<file path="src/sv/psb_pkg.sv">
`timescale 1ns / 1ps
// Shared types and constants for the palette sprite blitter.
// No dependencies; imported by every module of the block.
package psb_pkg;

	localparam int SCREEN_WIDTH      = 280;
	localparam int SCREEN_HEIGHT     = 240;
	localparam int TRANSPARENT_INDEX = 234;
	localparam int PALETTE_DEPTH     = 256;

	localparam int COLOR_W = 8;
	localparam int SX_W    = 9;
	localparam int SY_W    = 8;
	localparam int COORD_W = 18;
	localparam int CFG_W   = 16;

	typedef enum logic [1:0] {
		OP_PIXEL     = 2'd0,
		OP_PAL_WRITE = 2'd1,
		OP_PAL_RESET = 2'd2,
		OP_NONE      = 2'd3
	} op_t;

	typedef enum logic [1:0] {
		MODE_NORMAL = 2'd0,
		MODE_HALF   = 2'd1,
		MODE_SCALED = 2'd2
	} mode_t;

	typedef enum logic [2:0] {
		CFG_SPRITE_WIDTH  = 3'd0,
		CFG_SPRITE_HEIGHT = 3'd1,
		CFG_X_OFFSET      = 3'd2,
		CFG_Y_OFFSET      = 3'd3,
		CFG_FLIP_SELECT   = 3'd4,
		CFG_DRAW_MODE     = 3'd5,
		CFG_X_SCALE       = 3'd6,
		CFG_Y_SCALE       = 3'd7
	} cfg_idx_t;

	typedef struct packed {
		logic               wr;
		logic               clr;
		logic               rd;
		logic [COLOR_W-1:0] addr;
		logic [COLOR_W-1:0] wdata;
	} pal_req_t;

	typedef struct packed {
		logic                      skip;
		logic signed [COORD_W-1:0] bx;
		logic signed [COORD_W-1:0] by;
		logic [2:0]                xs_m1;
		logic [2:0]                ys_m1;
		logic                      done;
	} item_t;

endpackage

</file>
<file path="src/sv/psb_palette.sv">
`timescale 1ns / 1ps
// Palette table: 256 x 8 synchronous RAM with per-entry valid bits.
// An entry not written since reset or a palette reset reads as its own index.
module psb_palette import psb_pkg::*; (
	input  logic               clk,
	input  logic               arst_n,
	input  pal_req_t           req,
	output logic [COLOR_W-1:0] color
);

	logic [COLOR_W-1:0] mem [256];
	logic [255:0]       vld_q;
	logic [COLOR_W-1:0] data_q;
	logic [COLOR_W-1:0] addr_q;
	logic               hit_q;

	always_ff @(posedge clk) begin
		if (req.wr) begin
			mem[req.addr] <= req.wdata;
		end
		if (req.rd) begin
			data_q <= mem[req.addr];
			addr_q <= req.addr;
		end
	end

	always_ff @(posedge clk or negedge arst_n) begin
		if (!arst_n) begin
			vld_q <= '0;
			hit_q <= 1'b0;
		end else begin
			if (req.clr) begin
				for (int i = 0; i < PALETTE_DEPTH; i++) begin
					vld_q[i] <= 1'b0;
				end
			end else if (req.wr) begin
				vld_q[req.addr] <= 1'b1;
			end
			if (req.rd) begin
				hit_q <= vld_q[req.addr];
			end
		end
	end

	assign color = hit_q ? data_q : addr_q;

endmodule

</file>
<file path="src/sv/palette_sprite_blitter_top.sv">
`timescale 1ns / 1ps
// Top level of the palette sprite blitter.
// Depends on psb_pkg and psb_palette.
//
// Takes one beat per cycle while in_ready is high. Palette write and palette
// reset beats finish in the cycle they are accepted. A pixel beat reads the
// palette RAM, then enters a run stage that emits one result per cycle while
// out_ready does not stall it: one result in normal and half mode, x_scale *
// y_scale results in scaled mode. Its first result passes the palette read
// register, the run stage and the output register. The user must write
// configuration only while no pixel is in flight; the block does not enforce it.
module palette_sprite_blitter_top import psb_pkg::*; (
	input  logic               clk,
	input  logic               arst_n,
	input  logic               cfg_we,
	input  logic [2:0]         cfg_index,
	input  logic [CFG_W-1:0]   cfg_data,
	input  logic               in_valid,
	output logic               in_ready,
	input  logic [1:0]         operation,
	input  logic [COLOR_W-1:0] color_index,
	input  logic [COLOR_W-1:0] new_color,
	output logic               out_valid,
	input  logic               out_ready,
	output logic               write_enable,
	output logic [SX_W-1:0]    screen_x,
	output logic [SY_W-1:0]    screen_y,
	output logic [COLOR_W-1:0] pixel_color,
	output logic               last_of_run,
	output logic               sprite_done
);

	localparam logic signed [COORD_W-1:0] SCR_W_C = COORD_W'(SCREEN_WIDTH);
	localparam logic signed [COORD_W-1:0] SCR_H_C = COORD_W'(SCREEN_HEIGHT);

	function automatic logic [9:0] clamp_size(input logic [9:0] v);
		logic [9:0] r;
		r = v;
		if (v == 10'd0) begin
			r = 10'd1;
		end else if (v > 10'd512) begin
			r = 10'd512;
		end
		return r;
	endfunction

	function automatic logic [3:0] clamp_scale(input logic [3:0] v);
		logic [3:0] r;
		r = v;
		if (v == 4'd0) begin
			r = 4'd1;
		end else if (v > 4'd8) begin
			r = 4'd8;
		end
		return r;
	endfunction

	logic [9:0]        sprite_width_q, sprite_height_q;
	logic [15:0]       x_offset_q, y_offset_q;
	logic [1:0]        flip_select_q, draw_mode_q;
	logic [3:0]        x_scale_q, y_scale_q;
	logic [8:0]        col_q, row_q;

	logic              valid_s1, valid_s2;
	item_t             item_s1, item_s2;
	logic [COLOR_W-1:0] color_s2;
	logic [2:0]        dx_s2, dy_s2;

	logic               out_valid_q, we_q, last_q, done_q;
	logic [SX_W-1:0]    sx_q;
	logic [SY_W-1:0]    sy_q;
	logic [COLOR_W-1:0] pc_q;

	logic               acc, pix_acc;
	pal_req_t           pal_req;
	logic [COLOR_W-1:0] pal_color;

	logic [9:0]  w, h;
	logic [3:0]  xs, ys;
	logic        row_end, done;
	logic signed [COORD_W-1:0] xo, yo, w_s, h_s, c_s, r_s, cc, rr;
	logic [12:0] cx, ry;
	logic        half_ok;
	item_t       item_n;

	logic        emit, s2_last, s2_free, s1_adv;
	logic signed [COORD_W-1:0] rx, ryy;
	logic        on_scr;

	// configuration
	always_ff @(posedge clk or negedge arst_n) begin
		if (!arst_n) begin
			sprite_width_q  <= 10'd1;
			sprite_height_q <= 10'd1;
			x_offset_q      <= '0;
			y_offset_q      <= '0;
			flip_select_q   <= '0;
			draw_mode_q     <= '0;
			x_scale_q       <= 4'd1;
			y_scale_q       <= 4'd1;
		end else if (cfg_we) begin
			case (cfg_idx_t'(cfg_index))
				CFG_SPRITE_WIDTH:  sprite_width_q  <= cfg_data[9:0];
				CFG_SPRITE_HEIGHT: sprite_height_q <= cfg_data[9:0];
				CFG_X_OFFSET:      x_offset_q      <= cfg_data[15:0];
				CFG_Y_OFFSET:      y_offset_q      <= cfg_data[15:0];
				CFG_FLIP_SELECT:   flip_select_q   <= cfg_data[1:0];
				CFG_DRAW_MODE:     draw_mode_q     <= cfg_data[1:0];
				CFG_X_SCALE:       x_scale_q       <= cfg_data[3:0];
				CFG_Y_SCALE:       y_scale_q       <= cfg_data[3:0];
				default: ;
			endcase
		end
	end

	// handshake and stage control
	assign emit    = valid_s2 && (!out_valid_q || out_ready);
	assign s2_last = (dx_s2 == item_s2.xs_m1) && (dy_s2 == item_s2.ys_m1);
	assign s2_free = !valid_s2 || (emit && s2_last);
	assign s1_adv  = valid_s1 && s2_free;
	assign in_ready = !valid_s1 || s2_free;
	assign acc      = in_valid && in_ready;
	assign pix_acc  = acc && (op_t'(operation) == OP_PIXEL);

	always_comb begin
		pal_req       = '0;
		pal_req.addr  = color_index;
		pal_req.wdata = new_color;
		pal_req.rd    = pix_acc;
		pal_req.wr    = acc && (op_t'(operation) == OP_PAL_WRITE);
		pal_req.clr   = acc && (op_t'(operation) == OP_PAL_RESET);
	end

	psb_palette u_palette (
		.clk    (clk),
		.arst_n (arst_n),
		.req    (pal_req),
		.color  (pal_color)
	);

	// placement of the accepted pixel
	always_comb begin
		w   = clamp_size(sprite_width_q);
		h   = clamp_size(sprite_height_q);
		xs  = clamp_scale(x_scale_q);
		ys  = clamp_scale(y_scale_q);
		row_end = ({1'b0, col_q} + 10'd1) >= w;
		done    = row_end && (({1'b0, row_q} + 10'd1) >= h);
		xo  = COORD_W'($signed(x_offset_q));
		yo  = COORD_W'($signed(y_offset_q));
		w_s = $signed({{(COORD_W-10){1'b0}}, w});
		h_s = $signed({{(COORD_W-10){1'b0}}, h});
		c_s = $signed({{(COORD_W-9){1'b0}}, col_q});
		r_s = $signed({{(COORD_W-9){1'b0}}, row_q});
		cc  = flip_select_q[0] ? (w_s - COORD_W'(1) - c_s) : c_s;
		rr  = flip_select_q[1] ? (h_s - COORD_W'(1) - r_s) : r_s;
		cx  = 13'(col_q) * 13'(xs);
		ry  = 13'(row_q) * 13'(ys);
		half_ok = !col_q[0] && !row_q[0] && ({1'b0, col_q[8:1]} < w[9:1])
			&& ({1'b0, row_q[8:1]} < h[9:1]);

		item_n       = '0;
		item_n.done  = done;
		case (mode_t'(draw_mode_q))
			MODE_HALF: begin
				item_n.skip = !half_ok;
				item_n.bx   = xo + $signed({{(COORD_W-8){1'b0}}, col_q[8:1]});
				item_n.by   = yo + $signed({{(COORD_W-8){1'b0}}, row_q[8:1]});
			end
			MODE_SCALED: begin
				item_n.bx    = xo + $signed({{(COORD_W-13){1'b0}}, cx});
				item_n.by    = yo + $signed({{(COORD_W-13){1'b0}}, ry});
				item_n.xs_m1 = 3'(xs - 4'd1);
				item_n.ys_m1 = 3'(ys - 4'd1);
			end
			default: begin
				item_n.bx = xo + cc;
				item_n.by = yo + rr;
			end
		endcase
	end

	// source counters and stage valids
	always_ff @(posedge clk or negedge arst_n) begin
		if (!arst_n) begin
			col_q       <= '0;
			row_q       <= '0;
			valid_s1    <= 1'b0;
			valid_s2    <= 1'b0;
			dx_s2       <= '0;
			dy_s2       <= '0;
			out_valid_q <= 1'b0;
		end else begin
			if (pix_acc) begin
				if (row_end) begin
					col_q <= '0;
					row_q <= done ? 9'd0 : 9'(row_q + 9'd1);
				end else begin
					col_q <= 9'(col_q + 9'd1);
				end
			end

			if (pix_acc) begin
				valid_s1 <= 1'b1;
			end else if (s1_adv) begin
				valid_s1 <= 1'b0;
			end

			if (s1_adv) begin
				valid_s2 <= 1'b1;
				dx_s2    <= '0;
				dy_s2    <= '0;
			end else if (emit) begin
				if (s2_last) begin
					valid_s2 <= 1'b0;
				end else if (dx_s2 == item_s2.xs_m1) begin
					dx_s2 <= '0;
					dy_s2 <= 3'(dy_s2 + 3'd1);
				end else begin
					dx_s2 <= 3'(dx_s2 + 3'd1);
				end
			end

			if (emit) begin
				out_valid_q <= 1'b1;
			end else if (out_ready) begin
				out_valid_q <= 1'b0;
			end
		end
	end

	always_ff @(posedge clk) begin
		if (pix_acc) begin
			item_s1 <= item_n;
		end
		if (s1_adv) begin
			item_s2  <= item_s1;
			color_s2 <= pal_color;
		end
	end

	// result of the run stage
	always_comb begin
		rx     = item_s2.bx + $signed({{(COORD_W-3){1'b0}}, dx_s2});
		ryy    = item_s2.by + $signed({{(COORD_W-3){1'b0}}, dy_s2});
		on_scr = !rx[COORD_W-1] && (rx < SCR_W_C) && !ryy[COORD_W-1] && (ryy < SCR_H_C);
	end

	always_ff @(posedge clk) begin
		if (emit) begin
			last_q <= s2_last;
			done_q <= item_s2.done;
			if (item_s2.skip) begin
				we_q <= 1'b0;
				sx_q <= '0;
				sy_q <= '0;
				pc_q <= '0;
			end else begin
				we_q <= on_scr && (color_s2 != COLOR_W'(TRANSPARENT_INDEX));
				sx_q <= on_scr ? rx[SX_W-1:0] : '0;
				sy_q <= on_scr ? ryy[SY_W-1:0] : '0;
				pc_q <= color_s2;
			end
		end
	end

	assign out_valid    = out_valid_q;
	assign write_enable = we_q;
	assign screen_x     = sx_q;
	assign screen_y     = sy_q;
	assign pixel_color  = pc_q;
	assign last_of_run  = last_q;
	assign sprite_done  = done_q;

endmodule

</file>
<file path="config.mk">
export PLATFORM = sky130hd
export DESIGN_NAME = palette_sprite_blitter_top
export DESIGN_NICKNAME = d
export VERILOG_FILES = /design/src/sv/psb_pkg.sv /design/src/sv/psb_palette.sv /design/src/sv/palette_sprite_blitter_top.sv
export SDC_FILE = /design/constraint.sdc
export NUM_CORES = 2
export LEC_CHECK = 0
export BUFFER_PORTS_ARGS = -buffer_cell sky130_fd_sc_hd__buf_2
export CORE_ASPECT_RATIO = 0.9
export CORE_MARGIN = 2
export CORE_UTILIZATION = 35
export DETAILED_ROUTE_END_ITERATION = 8
export SLEW_MARGIN = 30
export SYNTH_ARGS = -nofsm -noshare
export SYNTH_HDL_FRONTEND = slang
export SYNTH_HIERARCHICAL = 1
export SYNTH_SLANG_ARGS = --single-unit
export TNS_END_PERCENT = 30
</file>
<file path="constraint.sdc">
create_clock -name clk -period 7 [get_ports clk]
set_clock_uncertainty 0.05 [all_clocks]
set_input_delay 1.75 -clock clk [delete_from_list [all_inputs] [get_ports clk]]
set_output_delay 1.75 -clock clk [all_outputs]
set_load 0.005 [all_outputs]
</file>
[After elaboration in Yosys (flattened, before gate mapping)]
Memories as Yosys holds them, arrays and structs flattened. A register that Yosys moved wholly into a read port is not among the register bits.
Index checks and enable logic that the tools add are counted.
Widths: inputs -> output; s select.
Word-level totals
  register bits: 480
  latch bits: 0
  memory bits (writable): 2048
  memory bits (read-only): 0
  input port bits: 42
  output and inout bits: 30
  logic and storage cells: 179
  memories kept: 1
Memories
  u_palette.mem: words 256, width 8, rd ports 1, clocked after memory_dff 1, wr ports 1, RTL line psb_palette.sv:11  | logic [COLOR_W-1:0] mem [256];
Operators by class
  add/sub/neg operators: 20
  $mul: 2
  div/mod/pow operators: 0
  magnitude comparators: 12
  equal/unequal tests: 15
  shifts and indexed selects: 0
  mux-type cells: 37
  bitwise gates (word level): 2
  reduce and logical (&&, ||, !) cells: 53
Operators by type and width (count)
  $mux 256: 2
  $or 256x256->256: 1
  $pmux 36 s2: 1
  $mux 10: 4
  $add 16x18->18: 2
  $add 18x4->18: 2
  $mux 18: 2
  $add 16x14->17: 2
  $add 16x9->17: 2
  $mul 9x4->13: 2
  $mux 3: 8
  $sub 11x10->12: 2
  $reduce_and 2->1: 11
  $sub 10x1->11 const B: 2
  $add 9x1->10 const B: 2
  $ge 10x10->1: 2
  $gt 10x10->1 const B: 2
  $logic_not 10->1: 2
  $add 9x1->9 const B: 2
  $lt 18x10->1 const B: 1
  $lt 18x9->1 const B: 1
  $lt 8x9->1: 2
  $mux 9: 2
  $logic_and 1x1->1: 17
  27 further kinds: 65

[Depth between registers and ports, before layout]
  word-level depth: 10
  gate-level depth with buffers: 26
  mapped depth without buffers: 26

[Hierarchy]
Netlist, hierarchy kept.
Modules (own cells, without submodules)
  psb_palette: instances 1, cells each 4335, area each 90285.3 sq um, seq. area each 68410.6 sq um
  palette_sprite_blitter_top: instances 1, cells each 1760, area each 16912.5 sq um, seq. area each 6005.8 sq um

[Worst setup path before layout]
No wires, ideal clock.
  path type: reg-to-reg
  from: reg sprite_width_q[6]
  to: reg item_s1[39] (netlist name), data pin
  setup time: 273 ps
  data arrival time: 5002 ps
  required time: 6677 ps
  setup slack: 1675 ps
  stages on the path, launching flop included: 25
  path buffers: 0
  period minus slack after synthesis: 5325 ps
  cells stage by stage: dfrtp_1 or3_1 nor3_1 nand2_1 a21o_1 ha_1 inv_1 ha_1 nor2b_1 o21ai_0 a21boi_0 o21ai_0 a21boi_0 o31ai_1 nand2b_1 a211oi_1 ha_1 and2_1 o21ai_0 inv_1 a41o_1 o311a_1 and3b_1 o41ai_1 o211ai_1
RTL lines
  start, declared: RTL line palette_sprite_blitter_top.sv:58  | logic [9:0] sprite_width_q, sprite_height_q;
  start signal, assigned: RTL line palette_sprite_blitter_top.sv:103  | CFG_SPRITE_WIDTH: sprite_width_q <= cfg_data[9:0];
  end signal, assigned: RTL line palette_sprite_blitter_top.sv:234  | item_s1 <= item_n;
  end, declared: RTL line palette_sprite_blitter_top.sv:65  | item_t item_s1, item_s2;

==> reports/qor.yml <==
status:
  status: "completed"
die:
  die_w_um: 587
  initial_core_util_pct: 35.2
  num_rows: 192
  core_region_area_um2: 304000
  dieHeight_um: 529
  die-area_um2: 311000
  pin_count: 72
power_and_ir_drop:
  power_density_nw_per_um2: 303
  p_leak_nw: 42.0
  ir_drop_uv: 170
run:
  max_cap_viol_count: 0
clock_network:
  cts_hold_buf: 0
  root_buffer: "clkbuf_16"
  cts.sinks: 2536
  htreeDepth: 5
  post_cts_buffers: 0
  ctsLongestPathBuffers: 4
  cts_tree: "built"
  cts_resized: 0
  cts_buffers: 278
  clk_latency_ns: 0.86
  path_clk_slew_ns: 0.06
critical_path:
  critPathLaunchType: "flip-flop"
  worst-path-max-fanout: 6
  endpoint_kind: "flip-flop"
  worstPathRequired_ns: 7.54
  path_class: "reg -> reg"
  crit_arrival_ns: 6.66
timing:
  timing.final.crit_share_pct: 87.4
  worst_hold_slack_ns: 0.348
  maxSlewViolCount: 0
  setup_viol: 0
  fin_tns_setup_ns: 0
  hold_viol: 0
  worstMarginPinSlew_ns: 1.12
  fmax_mhz: 163
  rsz0062_at_grt: "no"
  period_needed_ns: 6.12
  max-slew-margin-rel_pct: 25.1
synthesis:
  synth_cells: 6095
  synth-edff-count: 2188
  yosysTopAreaCell: "edfxtp_1"
  synth-seq-cells: 2536
  synth.distinct_cells: 83
  synth.top_cells.by_area: "edfxtp_1 (61%), mux4_2 (15%), dfrtp_1 (8.0%), nor2_1 (3.0%), ha_1 (2.0%)"
  async_flop_share_pct: 13.7
  muxShareOfSynthArea_pct: 15.8
  synth.avg_cell_area_um2: 17.6
  synth_top_area_share_pct: 61.3
  yosys_most_used_dff: "edfxtp_1"
  syn_nets: 6349
  synth_area_um2: 107000
  synthAdderAreaFrac_pct: 2.74
  yosysSeqAreaShare_pct: 69.4
  ys_warn_count: 6
  synthTopCellsByCount: "edfxtp_1 (2188), nor2_1 (866), mux4_2 (694)"
  synth_compound_area_share_pct: 3.41
  synth_top_family_by_area: "multiplexers"
  synth-simple-area-share_pct: 5.76
  synth.most_common_cell: "edfxtp_1"
  yosys.area_share.xor_xnor_pct: 1.16
grt:
  grt_overflow: 0
  grt_max_degree: 213
  grt_usage_pct: 17.5
  antenna_found_initial: 19
  grt_pass1_wl_mm: 403
  grt_pass1_vias: 57615
finish:
  multi_input_area_um2: 31100
  final_cells: 10718
  num-nets-final: 6677
  area_delta_synth_final_pct: 14.5
  drive_gt1_share_pct: 24.0
  n_fill_cell: 27152
  seqCellArea_um2: 74400
placed_design:
  dp_hpwl_mm: 175
  placed_cells_incl_taps: 10213
  place_congestion: 0.850
  io_buffers: 71
detailed_routing:
  drc: 0
  wl_per_cell_um: 25.7
  avgViaCountPerCell: 5.43
  first_iter_violations: 6695
  dr.pass1.iters: 5
  wl_mm: 276
  postRouteAntennaNets: 0
  dr_total_vias: 58236
min_path:
  hp-class: "reg -> reg"
cell families after synthesis:
group / after synthesis
AOI/OAI and AO/OA: 546
and+or+nand+nor: 1430
buffers and inverters: 419
muxes: 810
xor gates and xnor gates: 142
adders and majority gates: 212
DFF: 2536
critical path, cell delays in order (launching register included):
cell,delay (ns)
dfrtp_1,0.42
or3_1,0.42
nor3_1,0.15
nand2_1,0.12
a21o_1,0.24
ha_1,0.33
inv_1,0.06
ha_1,0.26
nor2b_1,0.12
o21ai_0,0.25
a21boi_0,0.15
o21ai_0,0.27
a21boi_0,0.20
o31ai_1,0.31
nand2b_1,0.12
a211oi_1,0.26
ha_1,0.32
and2_1,0.18
o21ai_0,0.30
inv_1,0.09
a41o_1,0.24
o311a_1,0.35
and3b_1,0.19
o41ai_1,0.36
o211ai_1,0.13
routing by layer:
metal  vias up  GRT usage (%)  part of all wire (%)
met5         -              0                 0.012
met4         4           4.95                   2.8
met3       469           3.35                   8.3
met2      2363           26.5                    45
met1     30710           25.5                    44
li1      24690              -                     -
metrics by stage:
step                power [mW]  setup WS [ns]  utilization (%)  instance area, um2
finish                    37.1          0.880             40.3              123000
global route              38.6          0.432             40.3              123000
CTS                       37.4          0.932             40.3              123000
detailed placement        23.3          0.968             37.4              114000
global placement          23.2          0.816             37.4              114000
floorplan                 21.3           1.68                -              107000
flip-flops by register name (all words and copies together), names as in the netlist, 2 cells and up:
| signal | flops |
|---|---|
| u_palette/mem | 2048 |
| dx_s2 | 3 |
| x_offset_q | 16 |
| col_q | 9 |
| screen_x | 9 |
| y_scale_q | 4 |
| dy_s2 | 3 |
| sprite_width_q | 10 |
| y_offset_q | 16 |
| u_palette/addr_q | 8 |
| x_scale_q | 4 |
| screen_y | 8 |
| item_s1 | 44 |
| sprite_height_q | 10 |
| u_palette/data_q | 8 |
| draw_mode_q | 2 |
| color_s2 | 8 |
| u_palette/vld_q | 256 |
| flip_select_q | 2 |
| pixel_color | 8 |
| row_q | 9 |
| item_s2 | 44 |
area by class of cell:
cell class | instances | area share, %
multi-input combinational | 3140 | 25.3
timing repair buffer | 347 | 2.41
inverter | 120 | 0.370
clock buffer | 363 | 6.17
antenna | 6 | 0.0122
sequential | 2536 | 60.6
tap | 4074 | 4.15
clock inverter | 132 | 0.935
placed cells by master, fill, tap and decap left out, drive strengths merged, types with 109 or more instances in the layout:
cell type  count
edfxtp      2188
nor2         866
mux4         694
clkbuf       370
dfrtp        344
buf          340
nand2        216
ha           174
inv          128
a21oi        119
o21ai        109
power breakdown:
part	switching (mW)	internal, mW	total, mW	leakage, nW
Clock	5.84	8.26	14.1	4.28
Combinational	3.59	2.38	5.97	13.3
Sequential	0.342	16.7	17.1	24.4
final timing paths:
path	start	endpoint	slack [ns]	depth (start not counted)
max	sprite_width_q[6]$_DFFE_PN0P_	item_s1[39]$_DFFE_PP_	0.88	24
min	item_s1[6]$_SDFFCE_PN0P_	item_s2[6]$_DFFE_PP_	0.35	0
max reg2reg	sprite_width_q[6]$_DFFE_PN0P_	item_s1[39]$_DFFE_PP_	0.88	24
min reg2reg	item_s1[6]$_SDFFCE_PN0P_	item_s2[6]$_DFFE_PP_	0.35	0
max in group asynchronous	arst_n	u_palette/vld_q[43]$_DFFE_PN0P_	4.80	2
min in group asynchronous	arst_n	y_scale_q[3]$_DFFE_PN0P_	0.80	1
No activity file was read; power rests on OpenSTA's default activity.
